$ cat src/sv/pft_pkg.sv
`timescale 1ns / 1ps
// ----------------------------------------------------------------------------
// pft_pkg
// Shared constants for the packet framer with transmit byte queue.
// ----------------------------------------------------------------------------
package pft_pkg;

  // Queue depth default, handed to the top level
  localparam int QUEUE_DEPTH_DEF = 64;

  // Field widths of the channels
  localparam int TYPE_W    = 3;
  localparam int LEN_W     = 3;
  localparam int PAYLOAD_W = 56;
  localparam int TS_W      = 16;
  localparam int BYTE_W    = 8;
  localparam int FILL_W    = 7;
  localparam int BURST_W   = 4;

  // Command codes
  localparam logic CMD_SEND  = 1'b0;
  localparam logic CMD_DRAIN = 1'b1;

  // Framing constants
  localparam logic [BYTE_W-1:0]  SYNC_BYTE      = 8'hAA;
  localparam logic [BYTE_W-1:0]  HDR_TYPE_MASK  = 8'hE0;
  localparam logic [BYTE_W-1:0]  HDR_LEN_MASK   = 8'h07;
  localparam logic [BURST_W-1:0] MAX_BURST      = 4'd8;
  localparam logic [BURST_W-1:0] BURST_RESET    = 4'd8;
  localparam int                 FRAME_OVERHEAD = 4;

  // Position of each header byte within a frame
  localparam logic [3:0] POS_SYNC  = 4'd0;
  localparam logic [3:0] POS_HDR   = 4'd1;
  localparam logic [3:0] POS_TS_HI = 4'd2;
  localparam logic [3:0] POS_TS_LO = 4'd3;

endpackage

$ cat src/sv/pft_channels.sv
`timescale 1ns / 1ps
// ----------------------------------------------------------------------------
// pft channels
// Valid/ready channel interfaces: command input, result output, config write.
// ----------------------------------------------------------------------------

// Command channel: send packet or drain tick
interface pft_in_if;
  logic                             valid;
  logic                             ready;
  logic                             cmd;
  logic [pft_pkg::TYPE_W-1:0]       type_bits;
  logic [pft_pkg::LEN_W-1:0]        payload_len;
  logic [pft_pkg::PAYLOAD_W-1:0]    payload_bytes;
  logic [pft_pkg::TS_W-1:0]         timestamp;
  logic                             link_powered;
  logic                             link_has_space;

  modport source (output valid, cmd, type_bits, payload_len, payload_bytes, timestamp,
                  link_powered, link_has_space, input ready);
  modport sink   (input valid, cmd, type_bits, payload_len, payload_bytes, timestamp,
                  link_powered, link_has_space, output ready);
endinterface

// Result channel: one word per link byte or per command status
interface pft_out_if;
  logic                          valid;
  logic                          ready;
  logic [pft_pkg::BYTE_W-1:0]    out_byte;
  logic                          out_strobe;
  logic                          packet_accepted;
  logic [pft_pkg::FILL_W-1:0]    fill_level;
  logic                          last;

  modport source (output valid, out_byte, out_strobe, packet_accepted, fill_level, last,
                  input ready);
  modport sink   (input valid, out_byte, out_strobe, packet_accepted, fill_level, last,
                  output ready);
endinterface

// Config write channel: drain burst register
interface pft_cfg_if;
  logic                          valid;
  logic                          ready;
  logic [pft_pkg::BURST_W-1:0]   drain_burst;

  modport source (output valid, drain_burst, input ready);
  modport sink   (input valid, drain_burst, output ready);
endinterface

$ cat src/sv/pft_ram.sv
`timescale 1ns / 1ps
// ----------------------------------------------------------------------------
// pft_ram
// Simple dual-port RAM: one write port, one read port with registered data.
// ----------------------------------------------------------------------------
module pft_ram #(
  parameter int WIDTH = 8,
  parameter int DEPTH = 64,
  localparam int AW   = $clog2(DEPTH)
) (
  input  logic             clk,
  input  logic             we,
  input  logic [AW-1:0]    waddr,
  input  logic [WIDTH-1:0] wdata,
  input  logic             re,
  input  logic [AW-1:0]    raddr,
  output logic [WIDTH-1:0] rdata
);

  logic [WIDTH-1:0] mem [DEPTH];

  always_ff @(posedge clk) begin
    if (we) begin
      mem[waddr] <= wdata;
    end
    // read data holds while no read is issued
    if (re) begin
      rdata <= mem[raddr];
    end
  end

endmodule

$ cat src/sv/packet_framer_tx_fifo.sv
`timescale 1ns / 1ps
// ----------------------------------------------------------------------------
// packet_framer_tx_fifo
// Frames sensor packets into a byte queue in RAM and drains it to the link.
// ----------------------------------------------------------------------------
//  channel  dir  words                       payload
//  req      in   one command                 cmd, type, len, payload, stamp, link flags
//  rsp      out  1 per command, n per drain  byte, strobe, accepted, fill level, last
//  cfg      in   one register write          drain_burst
//
//  One command at a time. A send is accepted, then writes its framed bytes
//  (len+4) in turn into the queue RAM, then posts the status word.
//  A dropped send is accepted, then posts the status word.
//  A drain of n bytes handles each byte as a RAM read (registered data)
//  followed by a load of the output register. An empty drain is accepted, then posts the status word.
//  A stalled rsp holds the current byte; the next word waits for the slot.
//  Reset (rst, synchronous) empties the queue and sets drain_burst to 8.
// ----------------------------------------------------------------------------
module packet_framer_tx_fifo #(
  parameter int  QUEUE_DEPTH = pft_pkg::QUEUE_DEPTH_DEF,
  localparam int IDX_W       = $clog2(QUEUE_DEPTH),
  localparam int CNT_W       = $clog2(QUEUE_DEPTH + 1)
) (
  input  logic      clk,
  input  logic      rst,
  pft_in_if.sink    req,
  pft_out_if.source rsp,
  pft_cfg_if.sink   cfg
);

  typedef enum logic [4:0] {
    S_IDLE  = 5'b00001,
    S_SEND  = 5'b00010,
    S_DRD   = 5'b00100,
    S_DWAIT = 5'b01000,
    S_RESP  = 5'b10000
  } state_t;

  state_t state;

  // queue pointers and config
  logic [IDX_W-1:0]            head;
  logic [IDX_W-1:0]            tail;
  logic [CNT_W-1:0]            count;
  logic [pft_pkg::BURST_W-1:0] drain_burst;

  // latched command
  logic [pft_pkg::TYPE_W-1:0]    type_q;
  logic [pft_pkg::LEN_W-1:0]     len_q;
  logic [pft_pkg::PAYLOAD_W-1:0] payload_q;
  logic [pft_pkg::TS_W-1:0]      ts_q;
  logic [3:0]                    pos;
  logic [pft_pkg::BURST_W-1:0]   remain;
  logic                          acc_q;

  // output register
  logic                         ov;
  logic [pft_pkg::BYTE_W-1:0]   ob;
  logic                         ostb;
  logic                         oacc;
  logic [pft_pkg::FILL_W-1:0]   ofill;
  logic                         olast;

  // RAM ports
  logic                         ram_we;
  logic [pft_pkg::BYTE_W-1:0]   ram_wdata;
  logic                         ram_re;
  logic [pft_pkg::BYTE_W-1:0]   ram_rdata;

  logic                         in_acc;
  logic                         slot_free;
  logic                         ov_load;
  logic                         fits;
  logic [CNT_W:0]               need;
  logic [pft_pkg::BURST_W-1:0]  burst_eff;
  logic [pft_pkg::BURST_W-1:0]  n_drain;
  logic                         link_ok;
  logic [2:0]                   pay_idx;
  logic [3:0]                   last_pos;
  logic [IDX_W-1:0]             head_next;
  logic [IDX_W-1:0]             tail_next;
  logic [CNT_W-1:0]             count_dec;

  assign in_acc    = req.valid && req.ready;
  assign req.ready = (state == S_IDLE);
  assign cfg.ready = 1'b1;
  assign slot_free = !ov || rsp.ready;
  assign ov_load   = ((state == S_DWAIT) || (state == S_RESP)) && slot_free;

  // space check: count + len + overhead <= depth
  assign need = {1'b0, count} + (CNT_W+1)'(req.payload_len)
              + (CNT_W+1)'(pft_pkg::FRAME_OVERHEAD);
  assign fits = (need <= (CNT_W+1)'(QUEUE_DEPTH));

  // drain size: min(burst clipped to 8, queued) when the link is ready
  assign burst_eff = (drain_burst > pft_pkg::MAX_BURST) ? pft_pkg::MAX_BURST : drain_burst;
  assign link_ok   = req.link_powered && req.link_has_space;
  always_comb begin
    n_drain = '0;
    if (link_ok) begin
      if ((CNT_W+1)'(burst_eff) < {1'b0, count}) begin
        n_drain = burst_eff;
      end else begin
        n_drain = pft_pkg::BURST_W'(count);
      end
    end
  end

  // ring pointer wrap
  assign head_next = (head == IDX_W'(QUEUE_DEPTH - 1)) ? '0 : head + 1'b1;
  assign tail_next = (tail == IDX_W'(QUEUE_DEPTH - 1)) ? '0 : tail + 1'b1;
  assign count_dec = count - 1'b1;

  // framed byte select
  assign pay_idx  = 3'(pos - 4'(pft_pkg::FRAME_OVERHEAD));
  assign last_pos = {1'b0, len_q} + 4'(pft_pkg::FRAME_OVERHEAD - 1);
  always_comb begin
    case (pos)
      pft_pkg::POS_SYNC:  ram_wdata = pft_pkg::SYNC_BYTE;
      pft_pkg::POS_HDR:   ram_wdata = ({type_q, 5'b0} & pft_pkg::HDR_TYPE_MASK)
                                    | ({5'b0, len_q} & pft_pkg::HDR_LEN_MASK);
      pft_pkg::POS_TS_HI: ram_wdata = ts_q[15:8];
      pft_pkg::POS_TS_LO: ram_wdata = ts_q[7:0];
      default:            ram_wdata = payload_q[{pay_idx, 3'b000} +: 8];
    endcase
  end

  assign ram_we = (state == S_SEND);
  assign ram_re = (state == S_DRD);

  pft_ram #(
    .WIDTH (pft_pkg::BYTE_W),
    .DEPTH (QUEUE_DEPTH)
  ) u_queue (
    .clk   (clk),
    .we    (ram_we),
    .waddr (tail),
    .wdata (ram_wdata),
    .re    (ram_re),
    .raddr (head),
    .rdata (ram_rdata)
  );

  // config register
  always_ff @(posedge clk) begin
    if (rst) begin
      drain_burst <= pft_pkg::BURST_RESET;
    end else if (cfg.valid && cfg.ready) begin
      drain_burst <= cfg.drain_burst;
    end
  end

  // command latch
  always_ff @(posedge clk) begin
    if (in_acc) begin
      type_q    <= req.type_bits;
      len_q     <= req.payload_len;
      payload_q <= req.payload_bytes;
      ts_q      <= req.timestamp;
    end
  end

  // output valid: set on a load, cleared when the word is taken
  always_ff @(posedge clk) begin
    if (rst) begin
      ov <= 1'b0;
    end else if (ov_load) begin
      ov <= 1'b1;
    end else if (rsp.ready) begin
      ov <= 1'b0;
    end
  end

  // sequencer and queue control
  always_ff @(posedge clk) begin
    if (rst) begin
      state  <= S_IDLE;
      head   <= '0;
      tail   <= '0;
      count  <= '0;
      pos    <= '0;
      remain <= '0;
      acc_q  <= 1'b0;
    end else begin
      case (state)
        S_IDLE: begin
          if (in_acc) begin
            pos <= '0;
            if (req.cmd == pft_pkg::CMD_SEND) begin
              acc_q <= fits;
              state <= fits ? S_SEND : S_RESP;
            end else begin
              acc_q  <= 1'b0;
              remain <= n_drain;
              state  <= (n_drain == '0) ? S_RESP : S_DRD;
            end
          end
        end
        S_SEND: begin
          tail  <= tail_next;
          count <= count + 1'b1;
          pos   <= pos + 1'b1;
          if (pos == last_pos) begin
            state <= S_RESP;
          end
        end
        S_DRD: begin
          state <= S_DWAIT;
        end
        S_DWAIT: begin
          if (slot_free) begin
            head   <= head_next;
            count  <= count_dec;
            remain <= remain - 1'b1;
            state  <= (remain == 4'd1) ? S_IDLE : S_DRD;
          end
        end
        S_RESP: begin
          if (slot_free) begin
            state <= S_IDLE;
          end
        end
        default: begin
          state <= S_IDLE;
        end
      endcase
    end
  end

  // output word payload
  always_ff @(posedge clk) begin
    if (state == S_DWAIT && slot_free) begin
      ob    <= ram_rdata;
      ostb  <= 1'b1;
      oacc  <= 1'b0;
      ofill <= pft_pkg::FILL_W'(count_dec);
      olast <= (remain == 4'd1);
    end else if (state == S_RESP && slot_free) begin
      ob    <= '0;
      ostb  <= 1'b0;
      oacc  <= acc_q;
      ofill <= pft_pkg::FILL_W'(count);
      olast <= 1'b1;
    end
  end

  assign rsp.valid           = ov;
  assign rsp.out_byte        = ob;
  assign rsp.out_strobe      = ostb;
  assign rsp.packet_accepted = oacc;
  assign rsp.fill_level      = ofill;
  assign rsp.last            = olast;

endmodule
$ cat src/flat_wrapper.sv
// flat-port wrapper written by rule: the top's interface ports become plain ports
module packet_framer_tx_fifo_flat 
#(
  parameter int  QUEUE_DEPTH = pft_pkg::QUEUE_DEPTH_DEF,
  localparam int IDX_W       = $clog2(QUEUE_DEPTH),
  localparam int CNT_W       = $clog2(QUEUE_DEPTH + 1)
)
  (clk, rst, req_valid, req_cmd, req_type_bits, req_payload_len, req_payload_bytes, req_timestamp, req_link_powered, req_link_has_space, req_ready, rsp_valid, rsp_out_byte, rsp_out_strobe, rsp_packet_accepted, rsp_fill_level, rsp_last, rsp_ready, cfg_valid, cfg_drain_burst, cfg_ready);
  pft_in_if req_i ();
  pft_out_if rsp_i ();
  pft_cfg_if cfg_i ();
  input  logic clk;
  input  logic rst;
  input wire logic [$bits(req_i.valid)-1:0] req_valid;
  input wire logic [$bits(req_i.cmd)-1:0] req_cmd;
  input wire logic [$bits(req_i.type_bits)-1:0] req_type_bits;
  input wire logic [$bits(req_i.payload_len)-1:0] req_payload_len;
  input wire logic [$bits(req_i.payload_bytes)-1:0] req_payload_bytes;
  input wire logic [$bits(req_i.timestamp)-1:0] req_timestamp;
  input wire logic [$bits(req_i.link_powered)-1:0] req_link_powered;
  input wire logic [$bits(req_i.link_has_space)-1:0] req_link_has_space;
  output wire logic [$bits(req_i.ready)-1:0] req_ready;
  output wire logic [$bits(rsp_i.valid)-1:0] rsp_valid;
  output wire logic [$bits(rsp_i.out_byte)-1:0] rsp_out_byte;
  output wire logic [$bits(rsp_i.out_strobe)-1:0] rsp_out_strobe;
  output wire logic [$bits(rsp_i.packet_accepted)-1:0] rsp_packet_accepted;
  output wire logic [$bits(rsp_i.fill_level)-1:0] rsp_fill_level;
  output wire logic [$bits(rsp_i.last)-1:0] rsp_last;
  input wire logic [$bits(rsp_i.ready)-1:0] rsp_ready;
  input wire logic [$bits(cfg_i.valid)-1:0] cfg_valid;
  input wire logic [$bits(cfg_i.drain_burst)-1:0] cfg_drain_burst;
  output wire logic [$bits(cfg_i.ready)-1:0] cfg_ready;
  assign req_i.valid = req_valid;
  assign req_i.cmd = req_cmd;
  assign req_i.type_bits = req_type_bits;
  assign req_i.payload_len = req_payload_len;
  assign req_i.payload_bytes = req_payload_bytes;
  assign req_i.timestamp = req_timestamp;
  assign req_i.link_powered = req_link_powered;
  assign req_i.link_has_space = req_link_has_space;
  assign req_ready = req_i.ready;
  assign rsp_valid = rsp_i.valid;
  assign rsp_out_byte = rsp_i.out_byte;
  assign rsp_out_strobe = rsp_i.out_strobe;
  assign rsp_packet_accepted = rsp_i.packet_accepted;
  assign rsp_fill_level = rsp_i.fill_level;
  assign rsp_last = rsp_i.last;
  assign rsp_i.ready = rsp_ready;
  assign cfg_i.valid = cfg_valid;
  assign cfg_i.drain_burst = cfg_drain_burst;
  assign cfg_ready = cfg_i.ready;
  packet_framer_tx_fifo #(.QUEUE_DEPTH(QUEUE_DEPTH)) u_core (.clk(clk), .rst(rst), .req(req_i), .rsp(rsp_i), .cfg(cfg_i));
endmodule
$ cat config.mk
export PLATFORM = sky130hd
export DESIGN_NAME = packet_framer_tx_fifo_flat
export DESIGN_NICKNAME = d
export VERILOG_FILES = /design/src/sv/pft_pkg.sv /design/src/sv/pft_channels.sv /design/src/sv/pft_ram.sv /design/src/sv/packet_framer_tx_fifo.sv /design/src/flat_wrapper.sv
export SDC_FILE = /design/constraint.sdc
export NUM_CORES = 1
export LEC_CHECK = 0
export BUFFER_PORTS_ARGS = -buffer_cell sky130_fd_sc_hd__buf_2
export CORE_MARGIN = 1
export CORE_UTILIZATION = 50
export CTS_CLUSTER_SIZE = 14
export DETAILED_ROUTE_END_ITERATION = 6
export PLACE_DENSITY = 0.78
export SLEW_MARGIN = 25
export SYNTH_ARGS = -nofsm -noshare
export SYNTH_HDL_FRONTEND = slang
export SYNTH_SLANG_ARGS = --single-unit
$ cat constraint.sdc
create_clock -name clk -period 5.95 [get_ports clk]
set_input_delay 1.19 -clock clk [delete_from_list [all_inputs] [get_ports clk]]
set_output_delay 1.19 -clock clk [all_outputs]
set_load 0.02 [all_outputs]
==> run metrics, run 1 <==
status=finished, final reports clean; worst-path fanout max=37; Sequential Power Share=0.529; # resized after CTS=0; Sink Count=654; post-route minimum period=3.22 ns; hold_sp=u_core.rsp.packet_accepted; DR vias/cell=6.29; worst slack, placed=2.38 ns; die width=231 um; DIE HEIGHT=231 um; Reg clk slew, reported paths=0.06 ns; PD cells=337 nW/um2; WL/cell=27.4 um; TritonCTS clock tree=done; Cells after Synth=1,451; DRC Markers=0; fraction of layout cells with a size suffix above 1=0.268; Post-synth EDFFs=614; Detailed Routing Iterations Pass 1=7; post-route clock skew=0.0360 ns; die area=53,400 um2; Max Cap Viol=0; synthesized area=26,200 um2; IO Port Bufs=109; crit path launch=u_core.head[2]; syn_nets=1,562; pin count of the biggest net entering global routing=83; Core ar.=51,600 um2; Avg Cell Area, Syn=18.1 um2; GRT Overall Usage=0.243; via count=14.6k; Internal=7.91 mW; r2r startpoint=u_core.head[2]; clk_lat worst skew=0.62 ns; leakage=9.61 nW; required time worst endpoint=6.27 ns; Ports=111; 1st-iter DRT viols=1,921; Fin. Hold Viols=0; Final Cycle Share=0.542; max_slew headroom=0.271; critical path class=flop to flop; Post CTS Setup Buffer Count=0; Clock Tree Root=clkbuf_16; worst hold slack=0.529 ns; FILL cells=3,636; final setup violation count=0; Sum Neg Setup Slack=0 ns; Synthesis Warnings=0; initial antenna violation count=1; global route overflow=0; Yosys cell types=70; # nets final=1,706; crit end category=flop; Clk pwr share=0.416; worst hold path class=flop to flop; Seq/Total Area, Yosys=0.733; hpwl dp=38,300 um; row count=83; Synth async-reset ratio=0; #FFs+latches synth=654; Net Sw Frac=0.217; Final Worst Setup Slack=2.73 ns; crit path DAT=3.55 ns; Comb pwr share=0.056; Slew Limit Fails=0; Final Util=0.580; first-pass GRT wire length=93,600 um; Startpoint Class=flop; routed wire length=63,700 um; Achievable Freq=0.310 GHz; vias in the first global route=14.9k; Post-DRT Antenna Nets=0; routability cong.=0.818; RSZ-0062 raised after global routing=false; Sw Pwr=2.20 mW; Tightest Pin Transition=1.09 ns; effective utilization at floorplan=0.508; Syn-to-layout area delta=14.1%; H-tree levels=3; CTS Buf Count=66; worst ir drop on vdd=0.202 mV; CTS hold repair buffers=0; CTS Buffer Depth=3; ys flop type=edfxtp_1
worst max-delay path, cell delays in order (launching register included):
cell and delay [ns]:
dfxtp_2 0.82, buf_4 0.59, buf_4 0.37, mux4_2 0.35
a22oi_1 0.33, nand2_1 0.12, a21oi_1 0.22, a21oi_1 0.10
cell type report:
type / instances / area, um2 / share of cell area
Antenna cell: 1 / 2.50 / 0.0000836
Clock buffer: 81 / 1760 / 0.0588
Clock inverter: 36 / 412 / 0.0138
Inverter: 34 / 128 / 0.00426
Multi-Input combinational cell: 681 / 6570 / 0.220
Sequential cell: 654 / 19200 / 0.643
Tap cell: 680 / 851 / 0.0284
Timing Repair Buffer: 158 / 958 / 0.0320
registers in the layout, indices dropped and copies added, names as in the netlist:
register and cells:
u_core.u_queue.mem 512, u_core.payload_q 56, u_core.ts_q 16, u_core.rsp.out_byte 8, u_core.u_queue.rdata 8, u_core.count 7, u_core.rsp.fill_level 7, u_core.head 6
u_core.tail 6, u_core.state 5, u_core.drain_burst 4, u_core.pos 4, u_core.remain 4, u_core.len_q 3, u_core.type_q 3, u_core.acc_q 1
u_core.rsp.last 1, u_core.rsp.out_strobe 1, u_core.rsp.packet_accepted 1, u_core.rsp.valid 1
synth_stat cells (6+ instances only):
library cell,number,area [um2]
nor2_1,129,484
nand2b_1,7,43.8
dfxtp_1,40,801
nor4_1,10,62.6
ha_1,20,250
o21ai_0,27,135
and2_1,12,75.1
mux4_2,136,3060
edfxtp_1,614,18400
xor2_1,13,114
nand4_1,6,37.5
buf_4,13,97.6
inv_1,32,120
a31oi_1,7,43.8
nand2_1,44,165
buf_2,21,105
nand3_1,18,90.1
a22oi_1,50,375
mux2i_1,19,190
nor3_1,24,120
nor2b_1,10,62.6
clkbuf_1,40,150
a211oi_1,12,90.1
o22ai_1,9,56.3
a21oi_1,56,280
xnor2_1,13,114
cell usage in the layout (no fill, tap or decap), types with 9 or more instances in the layout:
master / n
a211oi_1: 12
a21oi_1: 48
a22oi_1: 50
and2_1: 12
buf_2: 109
buf_4: 46
clkbuf_1: 12
clkbuf_16: 68
clkinv_1: 12
clkinv_2: 10
dfxtp_1: 36
edfxtp_1: 614
ha_1: 20
inv_1: 32
mux2i_1: 19
mux4_2: 136
nand2_1: 44
nand3_1: 18
nor2_1: 113
nor2_2: 16
nor3_1: 24
nor4_1: 10
o21ai_0: 27
o22ai_1: 9
xnor2_1: 13
xor2_1: 13
worst paths after layout:
path | end | slack [ns] | cells after the start
worst max-delay path | u_core.u_queue.rdata[7] | 2.73 | 7
worst max register to register | u_core.u_queue.rdata[7] | 2.73 | 7
worst min register to register | u_core.rsp.packet_accepted | 0.53 | 2
worst min-delay path | u_core.rsp.packet_accepted | 0.53 | 2
cell families (layout without fill, tap and decap cells):
logic type / Yosys count / in the layout / share of synthesized area
AOI/OAI and AO/OA: 190 / 190 / 0.0481
xor gates and xnor gates: 26 / 26 / 0.00868
adders and majority gates: 21 / 21 / 0.0103
buffers and inverters: 116 / 309 / 0.0211
DFF: 654 / 654 / 0.733
muxes: 160 / 160 / 0.126
other: 1 / 2 / 0.000143
and+or+nand+nor: 283 / 283 / 0.0521
power groups by stage:
stage | sequential [mW] | clock, mW | combinational [mW]
2_1_floorplan | 5.43 | 0 | 0.364
3_3_place_gp | 5.42 | 0 | 0.537
3_5_place_dp | 5.43 | 0 | 0.558
4_1_cts | 5.34 | 4.23 | 0.563
5_1_grt | 5.35 | 4.39 | 0.614
6_report | 5.34 | 4.20 | 0.566
routing by layer:
layer | routed length, um | part of all wire | track usage | vias to the layer above
met2 | 30800 | 0.48 | 0.387 | 942
li1 | - | - | - | 6100
met1 | 23800 | 0.37 | 0.319 | 7417
met4 | 2490 | 0.039 | 0.108 | 2
met5 | 13 | 0.00020 | 0 | -
met3 | 6670 | 0.10 | 0.0600 | 154
through the flow:
stage / instance area (um2) / total power, mW / instances
final: 29900 / 10.1 / 2325
after global routing: 29900 / 10.4 / 2324
after CTS: 29900 / 10.1 / 2324
after detailed placement: 27700 / 5.99 / 2207
after global placement: 27700 / 5.96 / 2206
after floorplan: 26200 / 5.79 / 1451
Note: power is estimated with default switching activity, not from simulation.
==> run 2, diff against run 1 <==
==> constraint.sdc (replaced) <==
create_clock -name clk -period 3.1 [get_ports clk]
set_input_delay 0.62 -clock clk [delete_from_list [all_inputs] [get_ports clk]]
set_output_delay 0.62 -clock clk [all_outputs]
set_load 0.02 [all_outputs]
==> run 2 against run 1 <==
Compared with the run above:
- sequential cell count stayed put
- hold slack worse by 0.34 ns
- total power is 88% higher
- clock skew is 0.017 ns lower
- first-iteration DRC count is 14% lower
- global-route usage is 2.1 points lower
==> run metrics, run 2 (synthesized netlist as in run 1, its figures left out) <==
status=finished, final reports clean; row count=83; clk_lat worst skew=0.61 ns; crit path DAT=3.28 ns; final setup violation count=0; DR vias/cell=6.05; WL/cell=24.2 um; 1st-iter DRT viols=1,645; required time worst endpoint=3.60 ns; Reg clk slew, reported paths=0.06 ns; Post CTS Setup Buffer Count=0; global route overflow=0; most frequent cells in the layout=614 x edfxtp_1, 136 x mux4_2, 128 x nor2_1, 109 x buf_2, 96 x buf_4; total power draw=19.0 mW; Core ar.=51,600 um2; Internal=14.9 mW; GR Layer Usage met1=0.297; commonest non-fill, non-tap cell in the layout=edfxtp_1; CTS Buffer Depth=3; pin count of the biggest net entering global routing=73; hpwl dp=35,700 um; PD cells=628 nW/um2; H-tree levels=3; worst ir drop on vdd=0.613 mV; RSZ-0062 raised after global routing=false; worst slack, placed=0.0670 ns; Top reg by flops=u_core.u_queue.mem; crit path launch=u_core.count[2]; Achievable Freq=0.360 GHz; CTS hold repair buffers=0; die width=231 um; die area=53,400 um2; IO Port Bufs=109; effective utilization at floorplan=0.508; initial antenna violation count=1; Startpoint Class=flop; Tightest Pin Transition=0.948 ns; Fin. Hold Viols=0; Slew Limit Fails=0; Final Worst Setup Slack=0.324 ns; post-route clock skew=0.0185 ns; Multi-input gate area=6550 um2; Clk pwr share=0.403; Sw Pwr=4.14 mW; r2r startpoint=u_core.count[2]; met2 Use GR=0.363; post-route minimum period=2.78 ns; worst hold path class=primary input to flop; FILL cells=3,610; GRT Overall Usage=0.222; worst hold slack=0.193 ns; Detailed Routing Iterations Pass 1=5; Max Cap Viol=0; Net Sw Frac=0.218; DRC Markers=0; routability cong.=0.853; vias in the first global route=14.6k; crit end category=flop; CTS Buf Count=66; max FFs per register=512; Sink Count=654; Ports=111; max_slew headroom=0.366; FF/Latch Area=19,200 um2; leakage=9.88 nW; # nets final=1,761; TritonCTS clock tree=done; Comb pwr share=0.059; # resized after CTS=0; DIE HEIGHT=231 um; GR Util met3=0.0410; hold_sp=req_payload_bytes[51]; Clock Tree Root=clkbuf_16; Sequential Power Share=0.539; routed wire length=57,600 um; first-pass GRT wire length=87,900 um; Syn-to-layout area delta=15.5%; via count=14.4k; critical path class=flop to flop; Post-DRT Antenna Nets=0; Final Cycle Share=0.895; worst-path fanout max=9; Most Crowded Layer GR=met2; largest registers=u_core.u_queue.mem: 512 flops, u_core.payload_q: 56 flops, u_core.ts_q: 16 flops; fraction of layout cells with a size suffix above 1=0.280
run 2: cell types whose count changed in the layout (fill, tap and decap cells not counted), moves of 2 or more:
cell       before  now
buf_12          2    8
buf_4          46   96
bufinv_16       8    3
clkbuf_1       12   14
clkbuf_8        1    5
clkinv_1       12   15
nor2_1        113  128
nor2_2         16    1
run 2: area by class of cell:
cell class,instances,share of cell area
diodes,1,0.0000826
inverters,34,0.00421
flip-flops and latches,654,0.635
clock inverters,32,0.00867
repair buffers,213,0.0471
well taps,680,0.0281
multi-input cells,681,0.216
clock buffers,87,0.0602
run 2: power groups by stage:
stage / sequential, mW / clock, mW / combinational (mW)
2_1_floorplan: 10.4 / 0 / 0.726
3_3_place_gp: 10.4 / 0 / 1.08
3_5_place_dp: 10.4 / 0 / 1.12
4_1_cts: 10.2 / 7.77 / 1.12
5_1_grt: 10.3 / 8.10 / 1.22
6_report: 10.2 / 7.66 / 1.12
run 2: metal layers:
| metal | vias to the layer above | part of all wire | routed length, um |
|---|---|---|---|
| met2 | 675 | 0.50 | 28600 |
| met4 | 0 | 0.036 | 2060 |
| met3 | 131 | 0.072 | 4160 |
| met1 | 7371 | 0.40 | 22800 |
| li1 | 6224 | - | - |
| met5 | - | 0 | 0 |
run 2: worst max-delay path, cell delays in order, from the launching register on:
cell	delay, ns
dfxtp_1	0.52
inv_1	0.17
ha_1	0.34
fa_1	0.41
inv_1	0.08
a21oi_1	0.09
a311o_1	0.36
o31ai_1	0.38
a311oi_1	0.15
nor4_1	0.18
run 2: path summary, 6_finish.rpt:
check	endpoint	depth (start not counted)	slack (ns)
setup / recovery	u_core.state[4]	9	0.32
hold / removal	u_core.payload_q[51]	1	0.19
setup reg to reg	u_core.state[4]	9	0.32
hold reg to reg	u_core.rsp.packet_accepted	2	0.53
run 2: metrics by stage:
| stage | instances | utilization | TNS [ns] | area, um2 |
|---|---|---|---|---|
| final | 2382 | 0.587 | 0 | 30300 |
| after global routing | 2382 | 0.587 | 0 | 30300 |
| after CTS | 2381 | 0.587 | 0 | 30300 |
| after detailed placement | 2262 | 0.546 | 0 | 28200 |
| after global placement | 2262 | 0.546 | 0 | 28200 |
| after floorplan | 1451 | - | -30.38 | 26300 |
==> run 3, diff against run 2 <==
==> constraint.sdc (replaced) <==
create_clock -name clk -period 3.4 [get_ports clk]
set_input_delay 0.68 -clock clk [delete_from_list [all_inputs] [get_ports clk]]
set_output_delay 0.68 -clock clk [all_outputs]
set_load 0.02 [all_outputs]
==> run 3 against run 2 <==
Compared with the run above:
- setup slack got worse by 0.049 ns
- clock power shrank 12%
- via count decreased by 0.37%
- total power is 10% lower
- clock-buffer cell count down 11
- final cell count shrank 1.4%
- die area is the same
- sequential share of layout area rose by 0.75 points
- sequential cell count is the same
- hold slack improved by 0.034 ns
- clock skew increased by 0.0043 ns
- critical path type unchanged
- largest power group unchanged
==> run metrics, run 3 (synthesized netlist as in run 1, its figures left out) <==
status=finished, final reports clean; max_slew headroom=0.269; GRT Overall Usage=0.222; Ports=111; via count=14.3k; TritonCTS clock tree=done; Tightest Pin Transition=1.09 ns; first-pass GRT wire length=88,400 um; worst hold slack=0.228 ns; Top reg by flops=u_core.u_queue.mem; global route overflow=0; Net Sw Frac=0.222; Sw Pwr=3.80 mW; worst-path fanout max=64; DRC Markers=0; post-route clock skew=0.0228 ns; # resized after CTS=0; effective utilization at floorplan=0.508; Max Cap Viol=0; CTS Buf Count=61; IO Port Bufs=109; row count=83; clk_lat worst skew=0.64 ns; most frequent cells in the layout=614 x edfxtp_1, 136 x mux4_2, 129 x nor2_1, 109 x buf_2, 70 x buf_4; Clock Tree Root=clkbuf_16; Achievable Freq=0.320 GHz; die area=53,400 um2; CTS Buffer Depth=3; Post CTS Setup Buffer Count=0; max FFs per register=512; DIE HEIGHT=231 um; Slew Limit Fails=0; vias in the first global route=14.5k; final setup violation count=0; Internal=13.3 mW; Post-DRT Antenna Nets=0; worst ir drop on vdd=0.491 mV; Core ar.=51,600 um2; die width=231 um; critical path class=flop to flop; Startpoint Class=flop; leakage=9.67 nW; H-tree levels=2; Syn-to-layout area delta=14.1%; worst hold path class=primary input to flop; RSZ-0062 raised after global routing=false; Sequential Power Share=0.547; crit end category=flop; hpwl dp=36,100 um; Comb pwr share=0.059; commonest non-fill, non-tap cell in the layout=edfxtp_1; CTS hold repair buffers=0; Clk pwr share=0.394; 1st-iter DRT viols=1,715; routed wire length=58,600 um; post-route minimum period=3.12 ns; Final Cycle Share=0.919; routability cong.=0.918; PD cells=571 nW/um2; Sink Count=654; Reg clk slew, reported paths=0.06 ns; ant diodes=0; WL/cell=25.0 um; # nets final=1,728; fraction of layout cells with a size suffix above 1=0.268; pin count of the biggest net entering global routing=83; total power draw=17.1 mW; Detailed Routing Iterations Pass 1=6; largest registers=u_core.u_queue.mem: 512 flops, u_core.payload_q: 56 flops, u_core.ts_q: 16 flops; DR vias/cell=6.11; crit path DAT=3.45 ns; required time worst endpoint=3.73 ns; initial antenna violation count=1; Fin. Hold Viols=0
run 3: final timing paths:
check	start	endpoint	slack, ns	cells past startpoint
worst min-delay path	req_timestamp[13]	u_core.ts_q[13]	0.23	1
worst min register to register	u_core.rsp.packet_accepted	u_core.rsp.packet_accepted	0.52	2
worst max-delay path	u_core.pos[0]	u_core.u_queue.mem[54][6]	0.28	6
worst max register to register	u_core.pos[0]	u_core.u_queue.mem[54][6]	0.28	6
run 3: per-layer routing:
metal,GRT usage,share of wire,vias to the layer above
met5,0,0,-
met4,0.0629,0.021,0
met3,0.0379,0.078,90
met2,0.370,0.50,753
met1,0.303,0.40,7369
li1,-,-,6136
run 3: area by class of cell:
cell class,instances,area (um2)
Fill cell,3599,21700
Sequential cell,654,19200
Multi-Input combinational cell,681,6540
Clock buffer,76,1610
Timing Repair Buffer,185,1190
Tap cell,680,851
Clock inverter,39,372
Inverter,34,128
run 3: metrics by stage:
stage / setup slack (ns) / cells / instance area (um2) / util / TNS (ns)
final: 0.275 / 2349 / 29900 / 0.580 / 0
after global routing: 0.0534 / 2349 / 29900 / 0.580 / 0
after CTS: 0.313 / 2349 / 29900 / 0.580 / 0
after detailed placement: 0.314 / 2234 / 28000 / 0.542 / 0
after global placement: 0.391 / 2234 / 28000 / 0.542 / 0
after floorplan: -0.341 / 1451 / 26300 / - / -4.65
run 3: worst max-delay path: stages (launching register included):
cell      delay [ns]
dfxtp_1         0.53
inv_1           0.15
ha_1            0.35
o41ai_2         0.73
a211oi_1        0.25
a21oi_4         0.17
buf_4           0.59
run 3: power groups by stage:
| stage | clock network [mW] | logic, mW | registers, mW |
|---|---|---|---|
| CTS | 6.82 | 1.01 | 9.35 |
| floorplan | 0 | 0.660 | 9.49 |
| global route | 7.11 | 1.10 | 9.37 |
| finish | 6.73 | 1.01 | 9.35 |
| global placement | 0 | 0.972 | 9.51 |
| detailed placement | 0 | 1.01 | 9.52 |
